===== src/rtl/corner_point_cell_vertices_top_assert.svh =====
// Assertion macros shared by the corner-point cell vertex RTL.
`ifndef CORNER_POINT_CELL_VERTICES_TOP_ASSERT_SVH
`define CORNER_POINT_CELL_VERTICES_TOP_ASSERT_SVH

// Same-cycle implication, sampled on clk, off during reset.
`define CPCV_ASSERT_IMP(label, ante, cons, msg) \
  label: assert property (@(posedge clk) disable iff (!rst_n) (ante) |-> (cons)) \
    else $error(msg);

// Next-cycle implication, sampled on clk, off during reset.
`define CPCV_ASSERT_NXT(label, ante, cons, msg) \
  label: assert property (@(posedge clk) disable iff (!rst_n) (ante) |=> (cons)) \
    else $error(msg);

`endif


===== src/rtl/cpcv_pkg.sv =====
// Types, constants and helpers of the corner-point cell vertex engine.
package cpcv_pkg;

  localparam int MAX_X_CELLS = 32;
  localparam int MAX_Y_CELLS = 32;
  localparam int MAX_Z_CELLS = 16;
  localparam int CW          = 48;
  localparam int PILLARS     = (MAX_X_CELLS + 1) * (MAX_Y_CELLS + 1);
  localparam int DEPTHS      = 8 * MAX_X_CELLS * MAX_Y_CELLS * MAX_Z_CELLS;
  localparam int PIL_AW      = $clog2(PILLARS);
  localparam int DEP_AW      = $clog2(DEPTHS);
  localparam int DIV_STEPS   = CW + 24;
  localparam int CNT_W       = $clog2(DIV_STEPS);
  localparam int ACC_W       = 64 + CW;

  typedef enum logic [1:0] {
    FUNC_PILLAR = 2'd0,
    FUNC_DEPTH  = 2'd1,
    FUNC_QUERY  = 2'd2
  } func_t;

  typedef enum logic [1:0] {
    ST_OK    = 2'd0,
    ST_DEGEN = 2'd1,
    ST_RANGE = 2'd2
  } status_t;

  typedef enum logic [1:0] {
    CFG_X = 2'd0,
    CFG_Y = 2'd1,
    CFG_Z = 2'd2
  } cfg_idx_t;

  typedef struct packed {
    logic [1:0]           func;
    logic [16:0]          store_index;
    logic signed [CW-1:0] top_x;
    logic signed [CW-1:0] top_y;
    logic signed [CW-1:0] top_z;
    logic signed [CW-1:0] bot_x;
    logic signed [CW-1:0] bot_y;
    logic signed [CW-1:0] bot_z;
    logic signed [CW-1:0] depth_value;
    logic [4:0]           cell_i;
    logic [4:0]           cell_j;
    logic [3:0]           cell_k;
  } in_item_t;

  typedef struct packed {
    logic [2:0]           corner;
    logic signed [CW-1:0] vert_x;
    logic signed [CW-1:0] vert_y;
    logic signed [CW-1:0] vert_z;
    logic [1:0]           status;
    logic                 last;
  } out_item_t;

  // controller -> datapath
  typedef struct packed {
    logic       wr;
    logic       load;
    logic       addr;
    logic       rd;
    logic       prep;
    logic       div;
    logic       mul;
    logic       fin;
    logic       put_vert;
    logic       put_deg;
    logic       put_err;
    logic [2:0] step;
    logic [2:0] mul_sel;
  } cmd_t;

  // datapath -> controller
  typedef struct packed {
    logic range_err;
    logic vert;
    logic deg;
    logic last;
  } sts_t;

  // corner number for each walk step (jp, ip, kp from msb to lsb)
  function automatic logic [2:0] corner_of(input logic [2:0] s);
    logic [2:0] c;
    unique case (s)
      3'd0: c = 3'd0;
      3'd1: c = 3'd4;
      3'd2: c = 3'd1;
      3'd3: c = 3'd5;
      3'd4: c = 3'd3;
      3'd5: c = 3'd7;
      3'd6: c = 3'd2;
      default: c = 3'd6;
    endcase
    return c;
  endfunction

endpackage


===== src/rtl/cpcv_ctrl.sv =====
// Sequencer of the corner-point cell vertex engine.
module cpcv_ctrl (
  input  logic             clk,
  input  logic             rst_n,
  input  logic             in_valid,
  output logic             in_stall,
  input  logic [1:0]       in_func,
  output logic             out_valid,
  input  logic             out_stall,
  input  cpcv_pkg::sts_t   sts,
  output cpcv_pkg::cmd_t   cmd
);
  import cpcv_pkg::*;
  `include "corner_point_cell_vertices_top_assert.svh"

  typedef enum logic [7:0] {
    S_IDLE  = 8'b0000_0001,
    S_ADDR  = 8'b0000_0010,
    S_READ  = 8'b0000_0100,
    S_CHECK = 8'b0000_1000,
    S_DIV   = 8'b0001_0000,
    S_MUL   = 8'b0010_0000,
    S_FIN   = 8'b0100_0000,
    S_EMIT  = 8'b1000_0000
  } state_t;

  state_t           st_r, st_nxt;
  logic [2:0]       step_r, step_nxt;
  logic [CNT_W-1:0] cnt_r, cnt_nxt;
  logic             acc;

  assign in_stall  = (st_r != S_IDLE);
  assign out_valid = (st_r == S_EMIT);
  assign acc       = in_valid && (st_r == S_IDLE);

  always_comb begin
    st_nxt   = st_r;
    step_nxt = step_r;
    cnt_nxt  = cnt_r;
    cmd      = '0;
    cmd.step    = step_r;
    cmd.mul_sel = cnt_r[2:0];
    unique case (st_r)
      S_IDLE: begin
        if (acc) begin
          priority if (in_func == FUNC_PILLAR || in_func == FUNC_DEPTH) begin
            cmd.wr = 1'b1;
          end else if (in_func == FUNC_QUERY) begin
            if (sts.range_err) begin
              cmd.put_err = 1'b1;
              st_nxt = S_EMIT;
            end else begin
              cmd.load = 1'b1;
              step_nxt = '0;
              st_nxt = S_ADDR;
            end
          end else begin
            st_nxt = S_IDLE;
          end
        end
      end
      S_ADDR: begin
        cmd.addr = 1'b1;
        st_nxt = S_READ;
      end
      S_READ: begin
        cmd.rd = 1'b1;
        st_nxt = S_CHECK;
      end
      S_CHECK: begin
        priority if (sts.vert) begin
          cmd.put_vert = 1'b1;
          st_nxt = S_EMIT;
        end else if (sts.deg) begin
          cmd.put_deg = 1'b1;
          st_nxt = S_EMIT;
        end else begin
          cmd.prep = 1'b1;
          cnt_nxt = '0;
          st_nxt = S_DIV;
        end
      end
      S_DIV: begin
        cmd.div = 1'b1;
        if (cnt_r == CNT_W'(DIV_STEPS - 1)) begin
          cnt_nxt = '0;
          st_nxt = S_MUL;
        end else begin
          cnt_nxt = cnt_r + 1'b1;
        end
      end
      S_MUL: begin
        cmd.mul = 1'b1;
        if (cnt_r[2:0] == 3'd7) begin
          cnt_nxt = '0;
          st_nxt = S_FIN;
        end else begin
          cnt_nxt = cnt_r + 1'b1;
        end
      end
      S_FIN: begin
        cmd.fin = 1'b1;
        st_nxt = S_EMIT;
      end
      S_EMIT: begin
        if (!out_stall) begin
          if (sts.last) begin
            st_nxt = S_IDLE;
          end else begin
            step_nxt = step_r + 1'b1;
            st_nxt = S_ADDR;
          end
        end
      end
      default: st_nxt = S_IDLE;
    endcase
  end

  always_ff @(posedge clk) begin
    if (!rst_n) begin
      st_r   <= S_IDLE;
      step_r <= '0;
      cnt_r  <= '0;
    end else begin
      st_r   <= st_nxt;
      step_r <= step_nxt;
      cnt_r  <= cnt_nxt;
    end
  end

  `CPCV_ASSERT_IMP(a_idle_no_out, !in_stall, !out_valid, "result shown while idle")
  `CPCV_ASSERT_NXT(a_last_to_idle, out_valid && !out_stall && sts.last, !in_stall,
                   "not idle after final result")
  `CPCV_ASSERT_NXT(a_div_to_mul, st_r == S_DIV && cnt_r == CNT_W'(DIV_STEPS - 1),
                   st_r == S_MUL, "divider did not hand over to multiplier")
  `CPCV_ASSERT_NXT(a_more_corners, out_valid && !out_stall && !sts.last,
                   st_r == S_ADDR && step_r == $past(step_r) + 3'd1,
                   "corner walk did not advance")

endmodule


===== config.mk =====
export PLATFORM = sky130hd
export DESIGN_NAME = cpcv_ctrl
export DESIGN_NICKNAME = d
export VERILOG_FILES = /design/src/rtl/cpcv_pkg.sv /design/src/rtl/cpcv_ctrl.sv
export VERILOG_INCLUDE_DIRS = /design/src /design/src/rtl
export SDC_FILE = /design/constraint.sdc
export NUM_CORES = 1
export LEC_CHECK = 0
export BUFFER_PORTS_ARGS = -buffer_cell sky130_fd_sc_hd__buf_2
export CORE_AREA = 2 2 54 56
export CTS_CLUSTER_SIZE = 30
export DETAILED_ROUTE_END_ITERATION = 10
export DIE_AREA = 0 0 56 58
export PLACE_DENSITY = 0.73
export SLEW_MARGIN = 5
export SYNTH_ARGS = -nofsm -noshare
export SYNTH_HDL_FRONTEND = slang
export SYNTH_SLANG_ARGS = --single-unit

===== constraint.sdc =====
create_clock -name clk -period 4.1 [get_ports clk]
set_clock_uncertainty 0.2 [all_clocks]
set_input_delay 0.615 -clock clk [delete_from_list [all_inputs] [get_ports clk]]
set_output_delay 0.615 -clock clk [all_outputs]
set_load 0.05 [all_outputs]

==> impl_metrics.json, run 1 <==
{
  "status": "finished, final reports clean",
  "ys.flop_type": "dfxtp_1",
  "drv_cap": 0,
  "start_kind": "register",
  "gp_routability_congestion": 0.933,
  "cts.sinks": 18,
  "hold_violations": 0,
  "synth_edf_count": 0,
  "finalPower_mw": 0.337,
  "r2r_start": "st_r[1]$_SDFFE_PN0P_",
  "mostFrequentLayoutCell": "buf_2",
  "maxSlewViolCount": 0,
  "cts_root_buf": "clkbuf_4",
  "finalSetupViolations": 0,
  "vias_per_cell": 5.86,
  "coreArea_sq_um": 2660,
  "worstSetupEndpointType": "primary output",
  "r2r_slack_ps": 1730,
  "switchingPower_mw": 0.0912,
  "cts_hold_buf": 0,
  "path_clk_slew_ps": 120,
  "synth_nets": 160,
  "critPathArrivalTime_ps": 2410,
  "synthesis.area_sq_um": 1160,
  "die_h_microns": 58,
  "p_leak_nw": 0.613,
  "period_share": 0.786,
  "antenna_found_initial": 0,
  "vias": 1166,
  "switching_share": 0.271,
  "syn_to_final_growth_pct": 13.9,
  "antenna_cells": 0,
  "seqPwrFrac": 0.529,
  "cp_max_fo": 7,
  "start_util": 0.437,
  "slew_headroom": 0.559,
  "firstDrtPassIters": 4,
  "final_cell_mix": "buf_2, dfxtp_1, nor2_1",
  "drt.antenna.violating_nets": 0,
  "max_freq_mhz": 310,
  "ios": 29,
  "tightest_slew_ps": 656,
  "utilization": 0.498,
  "path_class": "register to primary output",
  "combPwrFrac": 0.132,
  "p_clk_frac": 0.339,
  "cts_resized": 0,
  "track_usage": 0.183,
  "grt_pass1_wl_microns": 4860,
  "port_buffers": 28,
  "yosys_warnings": 0,
  "setup_tns_ps": 0,
  "ir_worst_vdd_mv": 0.127,
  "netlist-cell-type-count": 43,
  "cts_buffers": 3,
  "overflow": 0,
  "layout-drive-gt1-share": 0.214,
  "row_count": 19,
  "post_cts_buffers": 0,
  "required_ps": 3280,
  "rr_endpoint": "step_r[0]$_SDFFE_PN0P_",
  "holdPathStages": 2,
  "grt_max_degree": 15,
  "fp.dieArea_sq_um": 3250,
  "drt-total-wl_microns": 2870,
  "holdWs_ps": 286,
  "drc": 0,
  "power_density_nw_per_um2": 254,
  "finalCriticalPeriod_ps": 3220,
  "min_path_type": "register to register",
  "holdPathEnd": "step_r[1]$_SDFFE_PN0P_",
  "clock_latency_ps": 300,
  "grt_setup_unrepaired": "no",
  "grt_pass1_vias": 1073,
  "min_from": "step_r[1]$_SDFFE_PN0P_",
  "htree_num_levels": 1,
  "ys_seq_area_frac": 0.309,
  "clockBufferDepth": 2,
  "syn_avg_cell_area_sq_um": 7.98,
  "cts_tree": "yes",
  "rr_worst_depth": 5,
  "ys_async_sr_fraction": 0,
  "die_w_microns": 56,
  "nets": 183,
  "synthesis.instances": 146,
  "post-dp-hpwl_microns": 2220,
  "internal-power_mw": 0.246,
  "ys_ff_latch": 18,
  "drt_iter0_drc": 41,
  "wire_per_inst_microns": 14.4
}
==> logic make-up after synthesis <==
group                      count (synthesis)  synth area share
AOI/OAI and AO/OA                         31             0.183
and+or+nand+nor                           75             0.364
muxes                                      3            0.0258
xor gates and xnor gates                   3            0.0226
adders and majority gates                  4            0.0430
buffers and inverters                     12            0.0526
DFF                                       18             0.309
==> worst max-delay path by stage <==
stage | startpoint | slack (ps) | to | depth (start not counted)
final | st_r[1]$_SDFFE_PN0P_ | 880 | cmd[6] | 5
after global placement | st_r[1]$_SDFFE_PN0P_ | 1330 | cmd[6] | 5
after global routing | st_r[1]$_SDFFE_PN0P_ | 680 | cmd[6] | 5
after floorplan | st_r[1]$_SDFFE_PN0P_ | 440 | cmd[9] | 4
after CTS | st_r[1]$_SDFFE_PN0P_ | 850 | cmd[6] | 5
after detailed placement | st_r[1]$_SDFFE_PN0P_ | 1210 | cmd[6] | 5
==> cell type report <==
| cell class | instances | area [sq um] |
|---|---|---|
| Multi-Input combinational cell | 116 | 743 |
| Clock buffer | 4 | 36.3 |
| Timing Repair Buffer | 28 | 140 |
| Fill cell | 275 | 1340 |
| Sequential cell | 18 | 360 |
| Inverter | 2 | 7.51 |
| Tap cell | 31 | 38.8 |
==> synthesized netlist by cell type, drive strengths merged, types with 2 or more instances <==
cell | number | area share
nor3b | 2 | 0.013
nor2 | 15 | 0.048
mux2i | 3 | 0.026
nand2b | 4 | 0.021
buf | 5 | 0.030
nor3 | 9 | 0.048
o21ai | 6 | 0.026
nor2b | 2 | 0.011
dfxtp | 18 | 0.31
o32ai | 2 | 0.015
a22o | 2 | 0.015
a22oi | 4 | 0.026
a211oi | 2 | 0.013
clkbuf | 5 | 0.016
a31oi | 2 | 0.011
xor2 | 2 | 0.015
or3b | 2 | 0.015
ha | 4 | 0.043
and3 | 7 | 0.038
nor4b | 4 | 0.030
or3 | 3 | 0.020
a21oi | 6 | 0.026
nand3 | 10 | 0.043
nand2 | 11 | 0.035
inv | 2 | 0.0064
==> per-stage QoR <==
step / instances / setup WS, ps / instance area, sq um
2_1_floorplan: 146 / 445 / 1160
3_3_place_gp: 195 / 1330 / 1290
3_5_place_dp: 195 / 1210 / 1290
4_1_cts: 199 / 855 / 1330
5_1_grt: 199 / 683 / 1330
6_report: 199 / 878 / 1330
==> sequential cells by signal, indices dropped and copies added (netlist names) <==
register  count
st_r          8
step_r        3
cnt_r         7
==> per-layer routing <==
metal | up-vias | global-route usage | share of wire
li1 | 589 | - | -
met1 | 553 | 0.244 | 0.47
met2 | 22 | 0.308 | 0.48
met3 | 2 | 0.0268 | 0.040
met4 | 0 | 0.0612 | 0.0056
met5 | - | 0 | 0
==> critical path: stages, from the launching register on <==
cell     delay [ps]
dfxtp_1         370
or3_1           490
nor4_1          540
nand3_1         220
nor3_1          200
buf_2           290
==> power groups by stage <==
stage / registers, mW / logic (mW) / clock network (mW)
global route: 0.179 / 0.0483 / 0.124
CTS: 0.178 / 0.0445 / 0.119
finish: 0.178 / 0.0446 / 0.114
detailed placement: 0.182 / 0.0443 / 0
global placement: 0.182 / 0.0439 / 0
floorplan: 0.180 / 0.0328 / 0
Note: power is estimated with default switching activity, not from simulation.
==> run 2, diff against run 1 <==
Settings changed: PLACE_DENSITY 0.73 to 0.75.
Clock period 4.1 ns to 2.94 ns, I/O delays scaled along.
==> run 2 against run 1 <==
  * Worst setup slack worse by 690 ps
  * Sequential share of layout area is 0.65 points lower
  * Die area stayed put
  * Wire length is 1.8% higher
  * Combinational power is 43% higher
  * Critical endpoint unchanged
  * Largest cell class unchanged
  * Register-to-register slack worse by 1200 ps
  * First-iteration DRC count is 41% higher
  * Critical path type unchanged
  * Total power is 38% higher
==> impl_metrics.json, run 2 (synthesized netlist as in run 1, its figures left out) <==
{
  "overflow": 0,
  "cp_max_fo": 7,
  "route.met2.wl_microns": 1430,
  "fin_area_sq_um": 1360,
  "combPwrFrac": 0.138,
  "required_ps": 2300,
  "status": "finished, final reports clean",
  "holdPathEnd": "st_r[0]$_SDFFE_PN1P_",
  "clock_latency_ps": 290,
  "vias_per_cell": 6.11,
  "antenna_found_initial": 0,
  "top_register": "st_r",
  "finalSetupViolations": 0,
  "r2r_slack_ps": 560,
  "cts_hold_buf": 0,
  "min_from": "rst_n",
  "largest_reg_flops": 8,
  "start_kind": "register",
  "path_buf_inv": 1,
  "firstDrtPassIters": 4,
  "grt_setup_unrepaired": "no",
  "critPathMaxStageDelay_ps": 500,
  "drv_cap": 0,
  "cts_buffers": 3,
  "path_clk_slew_ps": 110,
  "cts_tree": "yes",
  "instances_no_fill": 201,
  "coreArea_sq_um": 2660,
  "nets": 185,
  "internal-power_mw": 0.343,
  "final_cell_mix": "buf_2, dfxtp_1, nor2_1",
  "rr_worst_depth": 5,
  "grt_pass1_vias": 1111,
  "syn_to_final_growth_pct": 16.6,
  "vias": 1229,
  "start_util": 0.437,
  "htree_num_levels": 1,
  "fp.dieArea_sq_um": 3250,
  "largestRegisters": "st_r (8), cnt_r (7), step_r (3)",
  "drt-met1-wl_microns": 1270,
  "post-dp-hpwl_microns": 2260,
  "slowest_stage": "or3_1",
  "p_clk_frac": 0.326,
  "drt.antenna.violating_nets": 0,
  "max_freq_mhz": 363,
  "drt-total-wl_microns": 2920,
  "utilization": 0.510,
  "grt_max_degree": 15,
  "cts_root_buf": "clkbuf_4",
  "wire_per_inst_microns": 14.5,
  "hold_violations": 0,
  "slew_headroom": 0.560,
  "worst_slack_ps": 186,
  "gp_routability_congestion": 0.885,
  "row_count": 19,
  "drc": 0,
  "maxSlewViolCount": 0,
  "die_h_microns": 58,
  "dpl_worst_slack_ps": 520,
  "p_leak_nw": 0.625,
  "cts_resized": 0,
  "holdPathStages": 2,
  "setup_tns_ps": 0,
  "finalPower_mw": 0.464,
  "critPathArrivalTime_ps": 2110,
  "min_path_type": "input pin to register",
  "place_area_sq_um": 1320,
  "seqPwrFrac": 0.536,
  "switchingPower_mw": 0.121,
  "finalCriticalPeriod_ps": 2750,
  "drt_iter0_drc": 58,
  "grt_pass1_wl_microns": 4740,
  "worstSetupEndpointType": "primary output",
  "cts.sinks": 18,
  "ir_worst_vdd_mv": 0.343,
  "highest_layer": "met4",
  "mostFrequentLayoutCell": "buf_2",
  "port_buffers": 28,
  "tightest_slew_ps": 660,
  "holdWs_ps": 211,
  "critical-path-top-delay-family": "simple AND/OR/NAND/NOR gates",
  "dp_cells": 197,
  "clockBufferDepth": 2,
  "switching_share": 0.261,
  "power_density_nw_per_um2": 341,
  "ios": 29,
  "rr_endpoint": "step_r[0]$_SDFFE_PN0P_",
  "path_class": "register to primary output",
  "layout-drive-gt1-share": 0.241,
  "crit_chain": "or3_1 > nor4_1 > nand3_1 > nor3_2 > buf_2",
  "period_share": 0.937,
  "met3WireLength_microns": 191,
  "r2r_start": "st_r[1]$_SDFFE_PN0P_",
  "post_cts_buffers": 0,
  "antenna_cells": 0,
  "track_usage": 0.177,
  "die_w_microns": 56
}
run 2: cell types whose count changed in the layout (fill, tap and decap cells not counted):
cell,previous run,this run
buf_4,0,2
nor4b_1,4,2
nor4b_2,0,2
nor3_1,8,7
nor3_2,0,1
run 2: metal layers:
layer  track usage  vias up
li1              -      591
met1         0.241      594
met2         0.292       40
met3        0.0246        4
met4        0.0578        0
met5             0        -
run 2: worst max path at each step:
stage | from | endpoint | slack [ps] | cells past startpoint
6_report | st_r[1]$_SDFFE_PN0P_ | cmd[6] | 190 | 5
5_1_grt | st_r[1]$_SDFFE_PN0P_ | cmd[6] | 10 | 5
3_5_place_dp | st_r[1]$_SDFFE_PN0P_ | cmd[6] | 520 | 5
2_1_floorplan | st_r[1]$_SDFFE_PN0P_ | cmd[9] | 140 | 4
4_1_cts | st_r[1]$_SDFFE_PN0P_ | cmd[6] | 180 | 5
3_3_place_gp | st_r[1]$_SDFFE_PN0P_ | cmd[6] | 550 | 5
run 2: power by group through the flow:
stage / registers [mW] / logic (mW) / clock network (mW)
CTS: 0.249 / 0.0630 / 0.157
detailed placement: 0.254 / 0.0627 / 0
global placement: 0.254 / 0.0621 / 0
global route: 0.249 / 0.0686 / 0.167
finish: 0.249 / 0.0638 / 0.151
floorplan: 0.251 / 0.0466 / 0
run 2: cell type report:
type | instances | area (sq um)
inverter | 2 | 7.51
fill | 263 | 1300
clock buffer | 4 | 36.3
sequential | 18 | 360
timing repair buffer | 30 | 155
multi-input combinational | 116 | 761
tap | 31 | 38.8
run 2: worst reg2reg max path, cell delays in order, from the launching register on:
cell     delay, ps
dfxtp_1        370
or3_1          500
or3_4          400
nor3_4         240
or4b_1         460
a21oi_1        150
==> run 3, diff against run 2 <==
Settings changed: SETUP_SLACK_MARGIN from default to 0.4.
==> run 3 against run 2 <==
  * Wire length increased by 4.7%
  * Via count decreased by 1.7%
  * Utilization increased by 3.8 points
  * Hold slack improved by 6.6 ps
  * Design area increased by 7.4%
  * Sequential share of layout area decreased by 1.2 points
  * Sequential cell count unchanged
  * Largest power group unchanged
  * Largest cell class unchanged
  * Worst setup slack improved by 250 ps
  * Cell count increased by 0.50%
  * Maximum frequency increased by 10%
  * First-iteration DRC count decreased by 16%
  * Combinational power increased by 8.9%
==> impl_metrics.json, run 3 (synthesized netlist as in run 1, its figures left out) <==
{
  "finalSetupViolations": 0,
  "switching_share": 0.282,
  "gp_routability_congestion": 0.907,
  "fin_area_sq_um": 1460,
  "coreArea_sq_um": 2660,
  "overflow": 0,
  "start_kind": "register",
  "required_ps": 2300,
  "crit_chain": "or3_4 > or3_4 > nor4b_4 > buf_6",
  "clockBufferDepth": 2,
  "top_usage_layer": "met2",
  "switchingPower_mw": 0.125,
  "start_util": 0.437,
  "path_clk_slew_ps": 110,
  "critPathMaxStageDelay_ps": 420,
  "drt.antenna.violating_nets": 0,
  "grt_pass1_wl_microns": 4860,
  "cts_tree": "yes",
  "antenna_cells": 0,
  "vias_per_cell": 5.98,
  "seqPwrFrac": 0.563,
  "layout-drive-gt1-share": 0.327,
  "top_register": "st_r",
  "firstDrtPassIters": 4,
  "drv_cap": 0,
  "drc": 0,
  "p_clk_frac": 0.280,
  "max_freq_mhz": 399,
  "cts_root_buf": "clkbuf_4",
  "min_path_type": "input pin to register",
  "drt-total-wl_microns": 3050,
  "slowest_stage": "or3_4",
  "die_w_microns": 56,
  "fp.dieArea_sq_um": 3250,
  "cp_common_cell": "or3_4",
  "grt_pass1_vias": 1073,
  "hold_violations": 0,
  "track_usage": 0.185,
  "status": "finished, final reports clean",
  "place_area_sq_um": 1340,
  "path_class": "register to primary output",
  "internal-power_mw": 0.317,
  "finalCriticalPeriod_ps": 2500,
  "slew_headroom": 0.567,
  "critPathArrivalTime_ps": 1860,
  "mostFrequentLayoutCell": "buf_2",
  "tightest_slew_ps": 649,
  "grtUsageMet3": 0.0201,
  "period_share": 0.852,
  "final_cell_mix": "buf_2, nor2_1, dfxtp_1",
  "use_met2": 0.329,
  "wire_per_inst_microns": 15.1,
  "largest_reg_flops": 8,
  "clock_latency_ps": 290,
  "worst_slack_ps": 435,
  "vias": 1208,
  "maxSlewViolCount": 0,
  "dpl_worst_slack_ps": 409,
  "nFillCells": 249,
  "ir_worst_vdd_mv": 0.224,
  "combPwrFrac": 0.157,
  "drt_iter0_drc": 49,
  "cts_buffers": 3,
  "ios": 29,
  "post-dp-hpwl_microns": 2210,
  "worstSetupEndpointType": "primary output",
  "cp_max_fo": 3,
  "power_density_nw_per_um2": 303,
  "setup_tns_ps": 0,
  "antenna_found_initial": 0,
  "grt_max_degree": 15,
  "grt_setup_unrepaired": "yes",
  "use_met1": 0.237,
  "htree_num_levels": 1,
  "nets": 187,
  "largestRegisters": "st_r (8), cnt_r (7), step_r (3)",
  "die_h_microns": 58,
  "cts.sinks": 18,
  "row_count": 19,
  "port_buffers": 28,
  "syn_to_final_growth_pct": 25.2,
  "utilization": 0.548,
  "p_leak_nw": 0.644
}
run 3: cell count changes in the layout (fill, tap and decap cells not counted), sizes merged:
cell    before  now
buf         30   29
clkbuf       4    6
run 3: worst paths after layout:
path,startpoint,endpoint,slack (ps),cells past startpoint
hold reg to reg,step_r[1]$_SDFFE_PN0P_,step_r[1]$_SDFFE_PN0P_,280,2
hold / removal,rst_n,st_r[0]$_SDFFE_PN1P_,220,2
setup reg to reg,st_r[2]$_SDFFE_PN0P_,step_r[0]$_SDFFE_PN0P_,690,5
setup / recovery,st_r[2]$_SDFFE_PN0P_,cmd[9],440,4
run 3: critical path, delay by kind of cell (launching register included):
family	cells	cell delay, ps
flops	1	360
buf+inv	1	190
simple gates	3	1030
run 3: layout make-up:
class,instances,area (sq um),share of cell area
clock buffer,3,22.5,0.0154
sequential,18,369,0.253
timing repair buffer,32,196,0.135
multi-input combinational,116,825,0.565
inverter,2,7.51,0.00515
tap,31,38.8,0.0266
run 3: repair_timing:
action | in CTS | in global routing
pin swaps | 3 | 1
cloned | 0 | 0
resized for setup | 9 | 14
buffers inserted | 2 | 0
hold buffers | 0 | 0
setup endpoints to repair | 6 | 9
run 3: power by group through the flow:
stage | clock network (mW) | logic (mW) | registers [mW]
after floorplan | 0 | 0.0480 | 0.251
after global placement | 0 | 0.0638 | 0.254
after detailed placement | 0 | 0.0653 | 0.254
after CTS | 0.126 | 0.0671 | 0.248
after global routing | 0.136 | 0.0741 | 0.249
final | 0.124 | 0.0695 | 0.249
run 3: per-layer routing:
metal,part of all wire,vias to the layer above
li1,-,596
met1,0.44,587
met2,0.52,23
met3,0.035,2
met4,0.0056,0
met5,0,-
run 3: metrics by stage:
stage | hold slack, ps | instances | power (mW)
6_report | 217 | 202 | 0.442
5_1_grt | 235 | 202 | 0.459
4_1_cts | 223 | 202 | 0.441
3_5_place_dp | 276 | 197 | 0.320
3_3_place_gp | 263 | 197 | 0.318
2_1_floorplan | 255 | 146 | 0.299
